==> config.mk <==
export PLATFORM = sky130hd
export DESIGN_NAME = ultrasonic_tank_level
export DESIGN_NICKNAME = d
export VERILOG_FILES = /design/src/ultank_pkg.sv /design/src/ultank_div.sv /design/src/ultank_dp.sv /design/src/ultank_ctrl.sv /design/src/ultrasonic_tank_level.sv
export SDC_FILE = /design/constraint.sdc
export NUM_CORES = 1
export LEC_CHECK = 0
export BUFFER_PORTS_ARGS = -buffer_cell sky130_fd_sc_hd__buf_2
export CORE_MARGIN = 2
export CORE_UTILIZATION = 50
export DETAILED_ROUTE_END_ITERATION = 8
export PLACE_DENSITY_LB_ADDON = 0.12
export SYNTH_ARGS = -nofsm -noshare
export SYNTH_HDL_FRONTEND = slang
export SYNTH_SLANG_ARGS = --single-unit
==> constraint.sdc <==
create_clock -name clk -period 13.22 [get_ports clk]
set_input_delay 3.305 -clock clk [delete_from_list [all_inputs] [get_ports clk]]
set_output_delay 3.305 -clock clk [all_outputs]
set_load 0.02 [all_outputs]
==> src/ultank_pkg.sv <==
// ----------------------------------------------------------------------------
// ultank_pkg
// Shared types and constants of the ultrasonic tank level gauge.
// ----------------------------------------------------------------------------
`default_nettype none

package ultank_pkg;

	// configuration register indexes
	typedef enum logic [1:0] {
		REG_EMPTY_DEPTH = 2'd0,
		REG_FULL_DEPTH  = 2'd1,
		REG_LOW_MARK    = 2'd2,
		REG_HIGH_MARK   = 2'd3
	} ultank_reg_t;

	localparam int EchoW    = 15;
	localparam int DepthW   = 9;
	localparam int PctW     = 7;
	localparam int DistW    = 16;
	localparam int CfgW     = 9;
	localparam int AddrW    = 2;

	localparam int MissLimit = 3;
	localparam int MissW     = $clog2(MissLimit + 1);

	localparam logic [DepthW-1:0] EmptyReset = 9'd200;
	localparam logic [DepthW-1:0] FullReset  = 9'd20;
	localparam logic [PctW-1:0]   LowReset   = 7'd20;
	localparam logic [PctW-1:0]   HighReset  = 7'd90;
	localparam logic [PctW-1:0]   PctFull    = 7'd100;

	// distance = round(echo * 0.01715 cm) in 1/100 cm = (echo*343 + 100) / 200
	// the divide by 200 is a multiply by ceil(2^31 / 200) and a shift by 31,
	// exact for every numerator below 2^31 / 152
	localparam int DistMul   = 343;
	localparam int DistRound = 100;
	localparam int DistXW    = 24;
	localparam int DistRecip = 10737419;
	localparam int DistShift = 31;
	localparam int ProdW     = 48;

	// shift-subtract divider for the level percent
	localparam int DivW      = 24;
	localparam int DivCntW   = 4;
	localparam int LvlSteps  = 7;

	// level arithmetic
	localparam int NumW = 18;
	localparam int DenW = 10;

	typedef struct packed {
		logic capture;
		logic timeout;
		logic dist_start;
		logic dist_store;
		logic prep;
		logic lvl_check;
		logic lvl_store;
		logic out_load;
	} ultank_cmd_t;

	typedef struct packed {
		logic echo_zero;
		logic div_done;
		logic lvl_direct;
		logic out_free;
	} ultank_sts_t;

endpackage

`default_nettype wire

==> src/ultank_div.sv <==
// ----------------------------------------------------------------------------
// ultank_div
// Shift-subtract divider, one quotient bit per cycle, divisor preshifted.
// ----------------------------------------------------------------------------
`default_nettype none

module ultank_div (
	input  wire logic                                  clk,
	input  wire logic                                  arst_n,
	input  wire logic                                  start,
	input  wire logic [ultank_pkg::DivW-1:0]           dividend,
	input  wire logic [ultank_pkg::DivW-1:0]           divisor_sh,
	input  wire logic [ultank_pkg::DivCntW-1:0]        last_step,
	output logic                                       done,
	output logic [ultank_pkg::PctW-1:0]                quotient
);

	logic                                busy_q;
	logic                                done_q;
	logic [ultank_pkg::DivCntW-1:0]      cnt_q;
	logic [ultank_pkg::DivW-1:0]         rem_q;
	logic [ultank_pkg::DivW-1:0]         ds_q;
	logic [ultank_pkg::PctW-1:0]         quo_q;
	logic                                fits;

	assign fits = rem_q >= ds_q;

	always_ff @(posedge clk or negedge arst_n) begin
		if (!arst_n) begin
			busy_q <= 1'b0;
			done_q <= 1'b0;
			cnt_q  <= '0;
		end else begin
			done_q <= 1'b0;
			if (start) begin
				busy_q <= 1'b1;
				cnt_q  <= last_step;
			end else if (busy_q) begin
				cnt_q <= cnt_q - 1'b1;
				if (cnt_q == '0) begin
					busy_q <= 1'b0;
					done_q <= 1'b1;
				end
			end
		end
	end

	always_ff @(posedge clk) begin
		if (start) begin
			rem_q <= dividend;
			ds_q  <= divisor_sh;
			quo_q <= '0;
		end else if (busy_q) begin
			if (fits) begin
				rem_q <= rem_q - ds_q;
			end
			ds_q  <= ds_q >> 1;
			quo_q <= {quo_q[ultank_pkg::PctW-2:0], fits};
		end
	end

	assign done     = done_q;
	assign quotient = quo_q;

endmodule

`default_nettype wire

==> src/ultank_dp.sv <==
// ----------------------------------------------------------------------------
// ultank_dp
// Datapath: configuration, gauge state, distance and level arithmetic, output.
// ----------------------------------------------------------------------------
`default_nettype none

module ultank_dp (
	input  wire logic                               clk,
	input  wire logic                               arst_n,
	input  wire ultank_pkg::ultank_cmd_t            cmd,
	output ultank_pkg::ultank_sts_t                 sts,
	input  wire logic [ultank_pkg::EchoW-1:0]       echo_width_us,
	input  wire logic                               cfg_we,
	input  wire logic [ultank_pkg::AddrW-1:0]       cfg_addr,
	input  wire logic [ultank_pkg::CfgW-1:0]        cfg_wdata,
	input  wire logic                               out_ready,
	output logic                                    out_valid,
	output logic [ultank_pkg::DistW-1:0]            distance_centi_cm,
	output logic [ultank_pkg::PctW-1:0]             level_pct,
	output logic                                    valid_reading,
	output logic                                    fault,
	output logic                                    tank_low,
	output logic                                    tank_high
);

	logic [ultank_pkg::DepthW-1:0]       empty_q;
	logic [ultank_pkg::DepthW-1:0]       full_q;
	logic [ultank_pkg::PctW-1:0]         low_mark_q;
	logic [ultank_pkg::PctW-1:0]         high_mark_q;

	logic [ultank_pkg::EchoW-1:0]        echo_q;
	logic [ultank_pkg::DistXW-1:0]       dist_x_q;
	logic [ultank_pkg::DistW-1:0]        dist_q;
	logic [ultank_pkg::PctW-1:0]         level_q;
	logic                                rdy_q;
	logic                                err_q;
	logic [ultank_pkg::MissW-1:0]        miss_q;

	logic signed [ultank_pkg::NumW-1:0]  num_q;
	logic signed [ultank_pkg::NumW-1:0]  den100_q;
	logic [ultank_pkg::DenW-1:0]         den_q;
	logic                                bad_q;

	logic                                out_valid_q;
	logic [ultank_pkg::DistW-1:0]        out_dist_q;
	logic [ultank_pkg::PctW-1:0]         out_level_q;
	logic                                out_vr_q;
	logic                                out_fault_q;
	logic                                out_low_q;
	logic                                out_high_q;

	logic [ultank_pkg::MissW-1:0]        miss_next;
	logic [ultank_pkg::DistXW-1:0]       dist_dividend;
	logic [ultank_pkg::ProdW-1:0]        dist_prod;
	logic [ultank_pkg::DivW-1:0]         lvl_dividend;
	logic [ultank_pkg::DivW-1:0]         div_divisor;
	logic                                div_start;
	logic                                div_done;
	logic [ultank_pkg::PctW-1:0]         div_quo;
	logic [ultank_pkg::DistW-1:0]        empty100;
	logic signed [ultank_pkg::NumW-1:0]  num_s;
	logic signed [ultank_pkg::DenW-1:0]  den_s;
	logic signed [ultank_pkg::NumW-1:0]  den100_s;
	logic                                num_nonpos;
	logic                                num_over;
	logic                                lvl_direct;
	logic                                vr_now;

	// configuration registers
	always_ff @(posedge clk or negedge arst_n) begin
		if (!arst_n) begin
			empty_q     <= ultank_pkg::EmptyReset;
			full_q      <= ultank_pkg::FullReset;
			low_mark_q  <= ultank_pkg::LowReset;
			high_mark_q <= ultank_pkg::HighReset;
		end else if (cfg_we) begin
			unique case (ultank_pkg::ultank_reg_t'(cfg_addr))
				ultank_pkg::REG_EMPTY_DEPTH: empty_q     <= cfg_wdata[ultank_pkg::DepthW-1:0];
				ultank_pkg::REG_FULL_DEPTH:  full_q      <= cfg_wdata[ultank_pkg::DepthW-1:0];
				ultank_pkg::REG_LOW_MARK:    low_mark_q  <= cfg_wdata[ultank_pkg::PctW-1:0];
				ultank_pkg::REG_HIGH_MARK:   high_mark_q <= cfg_wdata[ultank_pkg::PctW-1:0];
				default: ;
			endcase
		end
	end

	// timeout counter saturates at the limit
	assign miss_next = (miss_q < ultank_pkg::MissW'(ultank_pkg::MissLimit))
		? miss_q + 1'b1 : miss_q;

	assign dist_dividend = ultank_pkg::DistXW'(echo_q) * ultank_pkg::DistXW'(ultank_pkg::DistMul)
		+ ultank_pkg::DistXW'(ultank_pkg::DistRound);
	assign dist_prod     = ultank_pkg::ProdW'(dist_x_q)
		* ultank_pkg::ProdW'(ultank_pkg::DistRecip);
	assign lvl_dividend  = (ultank_pkg::DivW'(num_q[ultank_pkg::NumW-2:0]) << 1)
		+ ultank_pkg::DivW'(den_q);

	assign empty100 = ultank_pkg::DistW'(empty_q) * ultank_pkg::DistW'(100);
	assign num_s    = $signed({2'b00, empty100}) - $signed({2'b00, dist_q});
	assign den_s    = $signed({1'b0, empty_q}) - $signed({1'b0, full_q});
	assign den100_s = $signed({{(ultank_pkg::NumW-ultank_pkg::DenW){den_s[ultank_pkg::DenW-1]}},
		den_s}) * $signed(ultank_pkg::NumW'(100));

	assign num_nonpos = num_q[ultank_pkg::NumW-1] || (num_q == '0);
	assign num_over   = num_q >= den100_q;
	assign lvl_direct = bad_q || num_nonpos || num_over;

	assign div_start   = cmd.lvl_check && !lvl_direct;
	assign div_divisor = ultank_pkg::DivW'(den_q) << ultank_pkg::LvlSteps;

	ultank_div u_div (
		.clk        (clk),
		.arst_n     (arst_n),
		.start      (div_start),
		.dividend   (lvl_dividend),
		.divisor_sh (div_divisor),
		.last_step  (ultank_pkg::DivCntW'(ultank_pkg::LvlSteps - 1)),
		.done       (div_done),
		.quotient   (div_quo)
	);

	always_ff @(posedge clk) begin
		if (cmd.capture) begin
			echo_q <= echo_width_us;
		end
		if (cmd.dist_start) begin
			dist_x_q <= dist_dividend;
		end
		if (cmd.prep) begin
			num_q    <= num_s;
			den_q    <= den_s;
			den100_q <= den100_s;
			bad_q    <= empty_q <= ({1'b0, full_q} + 1'b1);
		end
	end

	// gauge state
	always_ff @(posedge clk or negedge arst_n) begin
		if (!arst_n) begin
			dist_q  <= '0;
			level_q <= '0;
			rdy_q   <= 1'b0;
			err_q   <= 1'b0;
			miss_q  <= '0;
		end else begin
			if (cmd.timeout) begin
				miss_q <= miss_next;
				if (miss_next >= ultank_pkg::MissW'(ultank_pkg::MissLimit)) begin
					err_q <= 1'b1;
					rdy_q <= 1'b0;
				end
			end
			if (cmd.dist_start) begin
				miss_q <= '0;
				rdy_q  <= 1'b1;
			end
			if (cmd.dist_store) begin
				dist_q <= dist_prod[ultank_pkg::DistShift +: ultank_pkg::DistW];
			end
			if (cmd.lvl_check) begin
				err_q <= bad_q;
				if (lvl_direct) begin
					level_q <= (bad_q || num_nonpos) ? '0 : ultank_pkg::PctFull;
				end
			end
			if (cmd.lvl_store) begin
				level_q <= div_quo;
			end
		end
	end

	assign vr_now = rdy_q && !err_q;

	// output register, held while the receiver stalls
	always_ff @(posedge clk or negedge arst_n) begin
		if (!arst_n) begin
			out_valid_q <= 1'b0;
		end else if (cmd.out_load) begin
			out_valid_q <= 1'b1;
		end else if (out_ready) begin
			out_valid_q <= 1'b0;
		end
	end

	always_ff @(posedge clk) begin
		if (cmd.out_load) begin
			out_dist_q  <= dist_q;
			out_level_q <= level_q;
			out_vr_q    <= vr_now;
			out_fault_q <= err_q;
			out_low_q   <= vr_now && (level_q <= low_mark_q);
			out_high_q  <= vr_now && (level_q >= high_mark_q);
		end
	end

	assign sts.echo_zero  = echo_q == '0;
	assign sts.div_done   = div_done;
	assign sts.lvl_direct = lvl_direct;
	assign sts.out_free   = !out_valid_q || out_ready;

	assign out_valid         = out_valid_q;
	assign distance_centi_cm = out_dist_q;
	assign level_pct         = out_level_q;
	assign valid_reading     = out_vr_q;
	assign fault             = out_fault_q;
	assign tank_low          = out_low_q;
	assign tank_high         = out_high_q;

endmodule

`default_nettype wire

==> src/ultank_ctrl.sv <==
// ----------------------------------------------------------------------------
// ultank_ctrl
// Sequencer: steps one item through distance, level and output load.
// ----------------------------------------------------------------------------
`default_nettype none

module ultank_ctrl (
	input  wire logic                     clk,
	input  wire logic                     arst_n,
	input  wire logic                     in_valid,
	output logic                          in_ready,
	input  wire ultank_pkg::ultank_sts_t  sts,
	output ultank_pkg::ultank_cmd_t       cmd
);

	typedef enum logic [2:0] {
		ST_IDLE,
		ST_LOAD,
		ST_DIST,
		ST_PREP,
		ST_CHECK,
		ST_LVL_WAIT,
		ST_FINISH
	} state_t;

	state_t state_q;

	always_ff @(posedge clk or negedge arst_n) begin
		if (!arst_n) begin
			state_q <= ST_IDLE;
		end else begin
			unique case (state_q)
				ST_IDLE:      if (in_valid) state_q <= ST_LOAD;
				ST_LOAD:      state_q <= sts.echo_zero ? ST_FINISH : ST_DIST;
				ST_DIST:      state_q <= ST_PREP;
				ST_PREP:      state_q <= ST_CHECK;
				ST_CHECK:     state_q <= sts.lvl_direct ? ST_FINISH : ST_LVL_WAIT;
				ST_LVL_WAIT:  if (sts.div_done) state_q <= ST_FINISH;
				ST_FINISH:    if (sts.out_free) state_q <= ST_IDLE;
				default:      state_q <= ST_IDLE;
			endcase
		end
	end

	assign in_ready = state_q == ST_IDLE;

	always_comb begin
		cmd            = '0;
		cmd.capture    = (state_q == ST_IDLE) && in_valid;
		cmd.timeout    = (state_q == ST_LOAD) && sts.echo_zero;
		cmd.dist_start = (state_q == ST_LOAD) && !sts.echo_zero;
		cmd.dist_store = state_q == ST_DIST;
		cmd.prep       = state_q == ST_PREP;
		cmd.lvl_check  = state_q == ST_CHECK;
		cmd.lvl_store  = (state_q == ST_LVL_WAIT) && sts.div_done;
		cmd.out_load   = (state_q == ST_FINISH) && sts.out_free;
	end

endmodule

`default_nettype wire

==> src/ultrasonic_tank_level.sv <==
// ----------------------------------------------------------------------------
// ultrasonic_tank_level
// Converts echo widths into distance, fill level and tank status flags.
// ----------------------------------------------------------------------------
// Usage:
//   Input channel (in_valid/in_ready) carries one echo width in us per item;
//   zero marks a timeout. Every input item yields exactly one output item on
//   out_valid/out_ready with distance, level and status flags.
//   cfg_we/cfg_addr/cfg_wdata write empty depth, full depth, low and high
//   marks; write them only while no item is in flight.
//   A timeout goes from ST_LOAD straight to ST_FINISH. A good echo passes
//   ST_LOAD, ST_DIST, ST_PREP, ST_CHECK and ST_LVL_WAIT to ST_FINISH, and skips
//   ST_LVL_WAIT when the level clamps or calibration is bad. The distance is a
//   registered reciprocal multiply; the level percent comes from a shift-
//   subtract divider, 7 steps and then a registered done flag. One item is
//   worked at a time, so a new item is taken in the cycle after the previous
//   result is loaded.
//   The result sits in an output register; while the receiver stalls the
//   next item is accepted and computed, then waits to be loaded.
//   Reset restores the register defaults (200, 20, 20, 90 cm/%) and clears
//   distance, level, flags and the timeout count.
// ----------------------------------------------------------------------------
`default_nettype none

module ultrasonic_tank_level (
	input  wire logic                              clk,
	input  wire logic                              arst_n,
	input  wire logic                              in_valid,
	output logic                                   in_ready,
	input  wire logic [ultank_pkg::EchoW-1:0]      echo_width_us,
	output logic                                   out_valid,
	input  wire logic                              out_ready,
	output logic [ultank_pkg::DistW-1:0]           distance_centi_cm,
	output logic [ultank_pkg::PctW-1:0]            level_pct,
	output logic                                   valid_reading,
	output logic                                   fault,
	output logic                                   tank_low,
	output logic                                   tank_high,
	input  wire logic                              cfg_we,
	input  wire logic [ultank_pkg::AddrW-1:0]      cfg_addr,
	input  wire logic [ultank_pkg::CfgW-1:0]       cfg_wdata
);

	ultank_pkg::ultank_cmd_t cmd;
	ultank_pkg::ultank_sts_t sts;

	ultank_ctrl u_ctrl (
		.clk      (clk),
		.arst_n   (arst_n),
		.in_valid (in_valid),
		.in_ready (in_ready),
		.sts      (sts),
		.cmd      (cmd)
	);

	ultank_dp u_dp (
		.clk               (clk),
		.arst_n            (arst_n),
		.cmd               (cmd),
		.sts               (sts),
		.echo_width_us     (echo_width_us),
		.cfg_we            (cfg_we),
		.cfg_addr          (cfg_addr),
		.cfg_wdata         (cfg_wdata),
		.out_ready         (out_ready),
		.out_valid         (out_valid),
		.distance_centi_cm (distance_centi_cm),
		.level_pct         (level_pct),
		.valid_reading     (valid_reading),
		.fault             (fault),
		.tank_low          (tank_low),
		.tank_high         (tank_high)
	);

	a_fault_excl: assert property (@(posedge clk) disable iff (!arst_n)
		out_valid |-> !(fault && valid_reading))
		else $error("fault and valid_reading both set");

	a_flags_need_valid: assert property (@(posedge clk) disable iff (!arst_n)
		(out_valid && (tank_low || tank_high)) |-> valid_reading)
		else $error("tank flag without a valid reading");

	a_level_range: assert property (@(posedge clk) disable iff (!arst_n)
		out_valid |-> (level_pct <= ultank_pkg::PctFull))
		else $error("level above 100 percent");

	a_one_at_a_time: assert property (@(posedge clk) disable iff (!arst_n)
		(in_valid && in_ready) |=> !in_ready)
		else $error("input taken while an item is in flight");

endmodule

`default_nettype wire
### After elaboration in Yosys (flattened, before gate mapping)

Index checks and enable logic that the tools add are counted.

| word-level totals | value |
|---|---|
| output and inout port bits | 29 |
| bits in registers | 228 |
| memory bits (writable) | 0 |
| bits in read-only memories | 0 |
| memories | 0 |
| input port bits | 31 |
| bits in latches | 0 |
| logic and storage cells | 135 |

| operators by class | value |
|---|---|
| multipliers | 4 |
| $lt $le $gt $ge | 7 |
| divide/modulo/power cells | 0 |
| $add $sub $neg | 8 |
| mux-type cells | 34 |
| shift operators | 0 |
| bitwise gates (word level) | 0 |
| equality and inequality tests | 12 |
| reduce and logical (&&, ||, !) cells | 40 |

Operators with widths:

| cell | number |
|---|---|
| $mux W24 | 3 |
| $mul A24 B24 Y47 const B | 1 |
| $mux W17 | 2 |
| $mux W7 | 4 |
| $add A24 B7 Y24 const B | 1 |
| $ge A24 B17 Y1 | 1 |
| $mul A15 B9 Y24 const B | 1 |
| $sub A24 B17 Y24 | 1 |
| $pmux W3 S7 | 1 |
| $add A18 B10 Y19 | 1 |
| $ge A18 B18 Y1 | 1 |
| $logic_not A18 Y1 | 1 |
| $reduce_bool A2 Y1 | 9 |
| $sub A16 B16 Y17 | 1 |
| $mul A10 B6 Y16 const B | 1 |
| $reduce_and A2 Y1 | 8 |
| $logic_not A15 Y1 | 1 |
| $mul A9 B5 Y14 const B | 1 |
| $mux W1 | 14 |
| $mux W3 | 4 |
| $add A9 B1 Y10 const B | 1 |
| $le A9 B10 Y1 | 1 |
| $sub A9 B9 Y10 | 1 |
| $eq A3 B3 Y1 const B | 3 |
| other kinds (21) | 42 |

### Depth between registers and ports, before layout

| depth | value |
|---|---|
| depth after elaboration | 8 |
| mapped depth | 25 |
| mapped depth without buffers | 25 |

### Cells and area by module

Synthesis repeated with hierarchy kept, for this count alone.

| second synthesis, totals | value |
|---|---|
| cell total of the unflattened synthesis | 2,619 |
| area, all modules | 27,289.9 um^2 |

By module, submodules not included:

| module | area an instance (um^2) | cells each | sequential area each (um^2) | instances |
|---|---|---|---|---|
| ultank_dp | 22,944.5 | 2,149 | 4,728.3 | 1 |
| ultank_div | 4,053.9 | 440 | 1,731.7 | 1 |
| ultank_ctrl | 291.5 | 30 | 75.1 | 1 |

### Worst setup path before layout

No wires, ideal clock.

| timing | value |
|---|---|
| path type | reg-to-reg |
| start point | register u_dp.dist_x_q[8] (netlist bit) |
| end point | register u_dp.dist_q[15] (netlist bit) |
| period minus slack after synthesis | 6,088 ps |
| required time | 13,124 ps |
| buffers on the path | 0 |
| slack | 7,132 ps |
| arrival time | 5,992 ps |
| stages on the path, launching flop included | 22 |
| setup time | 96 ps |
| path through | edfxtp_1 -> ha_1 -> inv_1 -> fa_1 -> inv_1 -> fa_1 -> fa_1 -> fa_1 -> fa_1 -> inv_1 -> fa_1 -> inv_1 -> ha_1 -> a21oi_1 -> o21ai_0 -> a2111oi_0 -> o31a_1 -> a21oi_1 -> o2111ai_2 -> a311oi_2 -> o21a_1 -> o31ai_1 |

| between the ends | value |
|---|---|
| longest elaborated chain between the ends | 1 |

Ends and longest elaborated chain:

| what | line | source |
|---|---|---|
| from (decl) | ultank_dp.sv:32 | `logic [ultank_pkg::DistXW-1:0] dist_x_q;` |
| from (signal assigned) | ultank_dp.sv:127 | `dist_x_q <= dist_dividend;` |
| $mul A24 B24 Y47 | ultank_dp.sv:94 | `* ultank_pkg::ProdW'(ultank_pkg::DistRecip);` |
| to (signal assigned) | ultank_dp.sv:158 | `dist_q <= dist_prod[ultank_pkg::DistShift +: ultank_pkg::DistW];` |
| to (decl) | ultank_dp.sv:33 | `logic [ultank_pkg::DistW-1:0] dist_q;` |

No other way between the ends.
A chain may end at the register's enable or synchronous reset.

### Worst setup path after layout

| timing | value |
|---|---|
| start point | register u_dp.dist_x_q[4] (netlist bit) |
| end point | register u_dp.dist_q[15] (netlist bit) |

The elaborated chain is that of the path after synthesis.

==> results by group <==
Outcome
  – Result of the run: finished clean

Setup path
  – Worst-path maximum fanout: 11
  – Launch point of the worst path: u_dp.dist_x_q[4]
  – Data required time at the worst endpoint: roughly 14000 ps
  – Reg2Reg Setup Slack: around 6400 ps
  – Cell at the slowest stage of the critical path: sky130_fd_sc_hd__edfxtp_1
  – Crit path largest cell delay: just over 700 ps
  – Worst setup path category: reg2reg
  – Critical path capture point: u_dp.dist_q[15]
  – Depth of the worst register-to-register path: 22
  – Endpoint kind of the worst setup timing path: flip-flop
  – Start of the worst register-to-register path: u_dp.dist_x_q[4]
  – FF-to-FF End: u_dp.dist_q[15]
  – Arrival time worst endpoint: ~7300 ps
  – Critical-path cell list: inv_1 > fa_1 > inv_1 > ha_1 > fa_1 > inv_1 > fa_1 > inv_1 > fa_1 > fa_1 > inv_1 > fa_1 > inv_1 > ha_1 > nand3_1 > nor3_1 > o21ai_1 > a21oi_1 > o2111ai_2 > a311oi_2 > nor3_1 > o31ai_1
  – Critical Path Start Type: flip-flop

Synth
  – Fraction of synthesized cell area taken by the top area cell type: 0.248
  – Flop and latch count out of synthesis: 224
  – Main synth FF type: sky130_fd_sc_hd__edfxtp_1
  – Fraction of registers with async set or reset after synthesis: 0.308
  – Fraction of the yosys area taken by sequential cells: 0.238
  – Post-Syn Area per Cell: 10.4 um^2
  – Number of standard cells after synthesis: around 2500
  – Total of warnings raised by yosys: 0
  – Number of synthesized flops with an enable pin: approximately 140
  – Count of different cell masters after synthesis: slightly below 70
  – Leading post-synthesis cells by cell area: sky130_fd_sc_hd__ha_1, sky130_fd_sc_hd__fa_1, sky130_fd_sc_hd__edfxtp_1
  – Yosys top cell by area: sky130_fd_sc_hd__ha_1
  – Area of the mapped netlist: 0.0263 mm^2
  – Post-synth net total: 3369

Layout
  – Cell Count, Final, Fillers Out: between 3000 and 4000
  – Final Cell Area: between 0.02 and 0.03 mm^2
  – Most used cells in the layout excluding fill and tap cells: sky130_fd_sc_hd__inv_1, sky130_fd_sc_hd__ha_1, sky130_fd_sc_hd__fa_1
  – Layout area overhead: 8.00%
  – # nets final: between 3000 and 4000
  – Most common cell after layout, fill and taps aside: sky130_fd_sc_hd__inv_1
  – Share of post-route cells with drive strength above 1: 0.0636

Clocking
  – Worst-case clock buffer depth: 3
  – Cells resized by post-CTS repair: 0
  – Clock network latency to the later pin of the worst-skew pair: 570 ps
  – Clock buffers created by TritonCTS: 28
  – Number of clock sinks: roughly 220
  – Post-cts hold buffer count: 0
  – CTS clock-pin slew for the worst setup and hold paths: 70 ps
  – Total setup buffers inserted after CTS: 0
  – Root Buffer Master: sky130_fd_sc_hd__clkbuf_16
  – TritonCTS clock tree: done
  – Htree depth: 1

Die
  – Core box area: just over 0.05 mm^2
  – Die Span Y: between 200 and 250 um
  – Starting density of the core: 0.509
  – Standard-cell rows: between 80 and 90
  – Die Outline Area: 0.0544 mm^2
  – I/O pin cnt: 60
  – Horizontal die dimension: 233 um

Placed design
  – Port-buffer cells: slightly below 60
  – Placed cell count: between 3000 and 4000
  – Final weighted congestion in routability-driven placement: 0.868
  – Post-detailed-placement cell area: between 0.02 and 0.03 mm^2
  – Sum of net half-perimeters after detailed placement: about 48000 um

Global routing
  – First-pass GRT wire length: around 95000 um
  – Total grt overflow: 0
  – Vias in the first global route: around 18000
  – Total GRT Usage: 0.221
  – Maximum number of pins on one net before global-route repair: 70
  – Antenna violations before repair: 1

Route
  – Aggregate routed wire length: approximately 57000 um
  – Routed vias: between 15000 and 20000
  – Drt wl/cell: between 15 and 20 um
  – Post-route antenna net violation count: 0
  – Drt initial violations: 805
  – Via-to-Cell Ratio: 5.20
  – Post-route DRC violation count: 0
  – TritonRoute pass-1 iters: 7

STA
  – Final period demand of the worst path: ~6800 ps
  – Endpoints failing hold: 0
  – WHS: roughly 480 ps
  – Share of the clock period used by the worst path after layout: 0.516
  – Post-route clock skew: about 27 ps
  – Unrepaired setup endpoints after global routing: no
  – Aggregate negative setup slack: 0 ps
  – Worst slew margin relative to its limit: 0.280
  – Total setup violations reported at the end of the flow: 0
  – Number of slew-limit violations in the final report: 0
  – Actual transition at the worst max-transition pin: roughly 1100 ps
  – FMAX: between 100 and 150 MHz

Hold path
  – Worst hold-check path type: reg2reg

Flow run
  – Count of max-cap constraint violations: 0
[synthesized netlist by cell type, drive strengths merged, types with 3 or more instances]
cell,n
fa,290
o211ai,7
nor2,93
and3,11
nand4b,3
inv,635
o31ai,13
o21bai,14
dfxtp,14
nand2b,18
xor2,29
dfrtp,58
buf,8
o22ai,5
o2111ai,5
o21a,19
nor3,27
and4,8
o21ai,76
clkbuf,12
nand2,113
mux2i,17
a31oi,10
edfxtp,141
dfstp,11
ha,520
nor2b,21
a21boi,6
nand3b,3
mux2,32
xnor2,80
and2,8
a21o,35
nand3,31
nand4,13
a21oi,91
nor3b,4
nor4,7
or3,9
a211oi,5
[stage by stage]
stage	setup slack (ps)	utilization
2_1_floorplan	7130	-
3_3_place_gp	6540	0.531
3_5_place_dp	6380	0.531
4_1_cts	6360	0.549
5_1_grt	5920	0.549
6_report	6400	0.550
[critical path, delay by kind of cell, from the launching register on]
family | cells | cell delay [ps]
compound gates | 5 | 1540
simple gates | 3 | 370
flops | 1 | 710
fa+ha+maj | 8 | 3640
buf+inv | 6 | 450
[final cells by class]
cell class,instances,area (um^2)
Timing Repair Buffer,65,343
Clock inverter,21,231
Fill cell,4581,23300
Sequential cell,224,6250
Multi-Input combinational cell,1649,17600
Antenna cell,1,2.50
Inverter,635,2380
Tap cell,680,851
Clock buffer,31,743
[sequential cells by signal (all words and copies together) (netlist names), 9 cells and up]
name                    count
u_dp.distance_centi_cm     16
u_dp.den100_q              13
u_dp.u_div.rem_q           24
u_dp.dist_q                16
u_dp.den_q                 10
u_dp.echo_q                15
u_dp.dist_x_q              24
u_dp.full_q                 9
u_dp.empty_q                9
u_dp.num_q                 17
u_dp.u_div.ds_q            17
[kinds of logic (layout without fill, tap and decap cells)]
group           count (synthesis)  count (layout)  synth area share
fa+ha+maj                     810             810             0.469
buf+inv                       655             752            0.0940
simple gates                  374             374            0.0683
compound gates                307             307            0.0742
flops                         224             224             0.238
xor+xnor                      109             109            0.0364
mux                            49              49            0.0202
other cells                     0               1                 0
[how the worst min path moves through the flow]
stage | depth (start not counted) | end | slack (ps) | startpoint
detailed placement | 0 | u_dp.fault | 470 | u_dp.err_q
global route | 1 | u_dp.rdy_q | 500 | u_dp.rdy_q
floorplan | 0 | u_dp.distance_centi_cm[11] | 420 | u_dp.dist_q[11]
global placement | 0 | u_dp.distance_centi_cm[3] | 460 | u_dp.dist_q[3]
CTS | 0 | u_dp.distance_centi_cm[2] | 490 | u_dp.dist_q[2]
finish | 0 | u_dp.distance_centi_cm[2] | 480 | u_dp.dist_q[2]
[routing by layer]
| metal | vias up | GRT usage | wire, um |
|---|---|---|---|
| met3 | 60 | 0.0291 | 2040 |
| met2 | 220 | 0.356 | 25800 |
| met1 | 8489 | 0.323 | 28100 |
| li1 | 8410 | - | - |
| met4 | 4 | 0.0396 | 1040 |
| met5 | - | 0 | 27 |
Power is not shown: default switching activity piles up to over one toggle a cycle in this logic, so the estimate is an artifact.
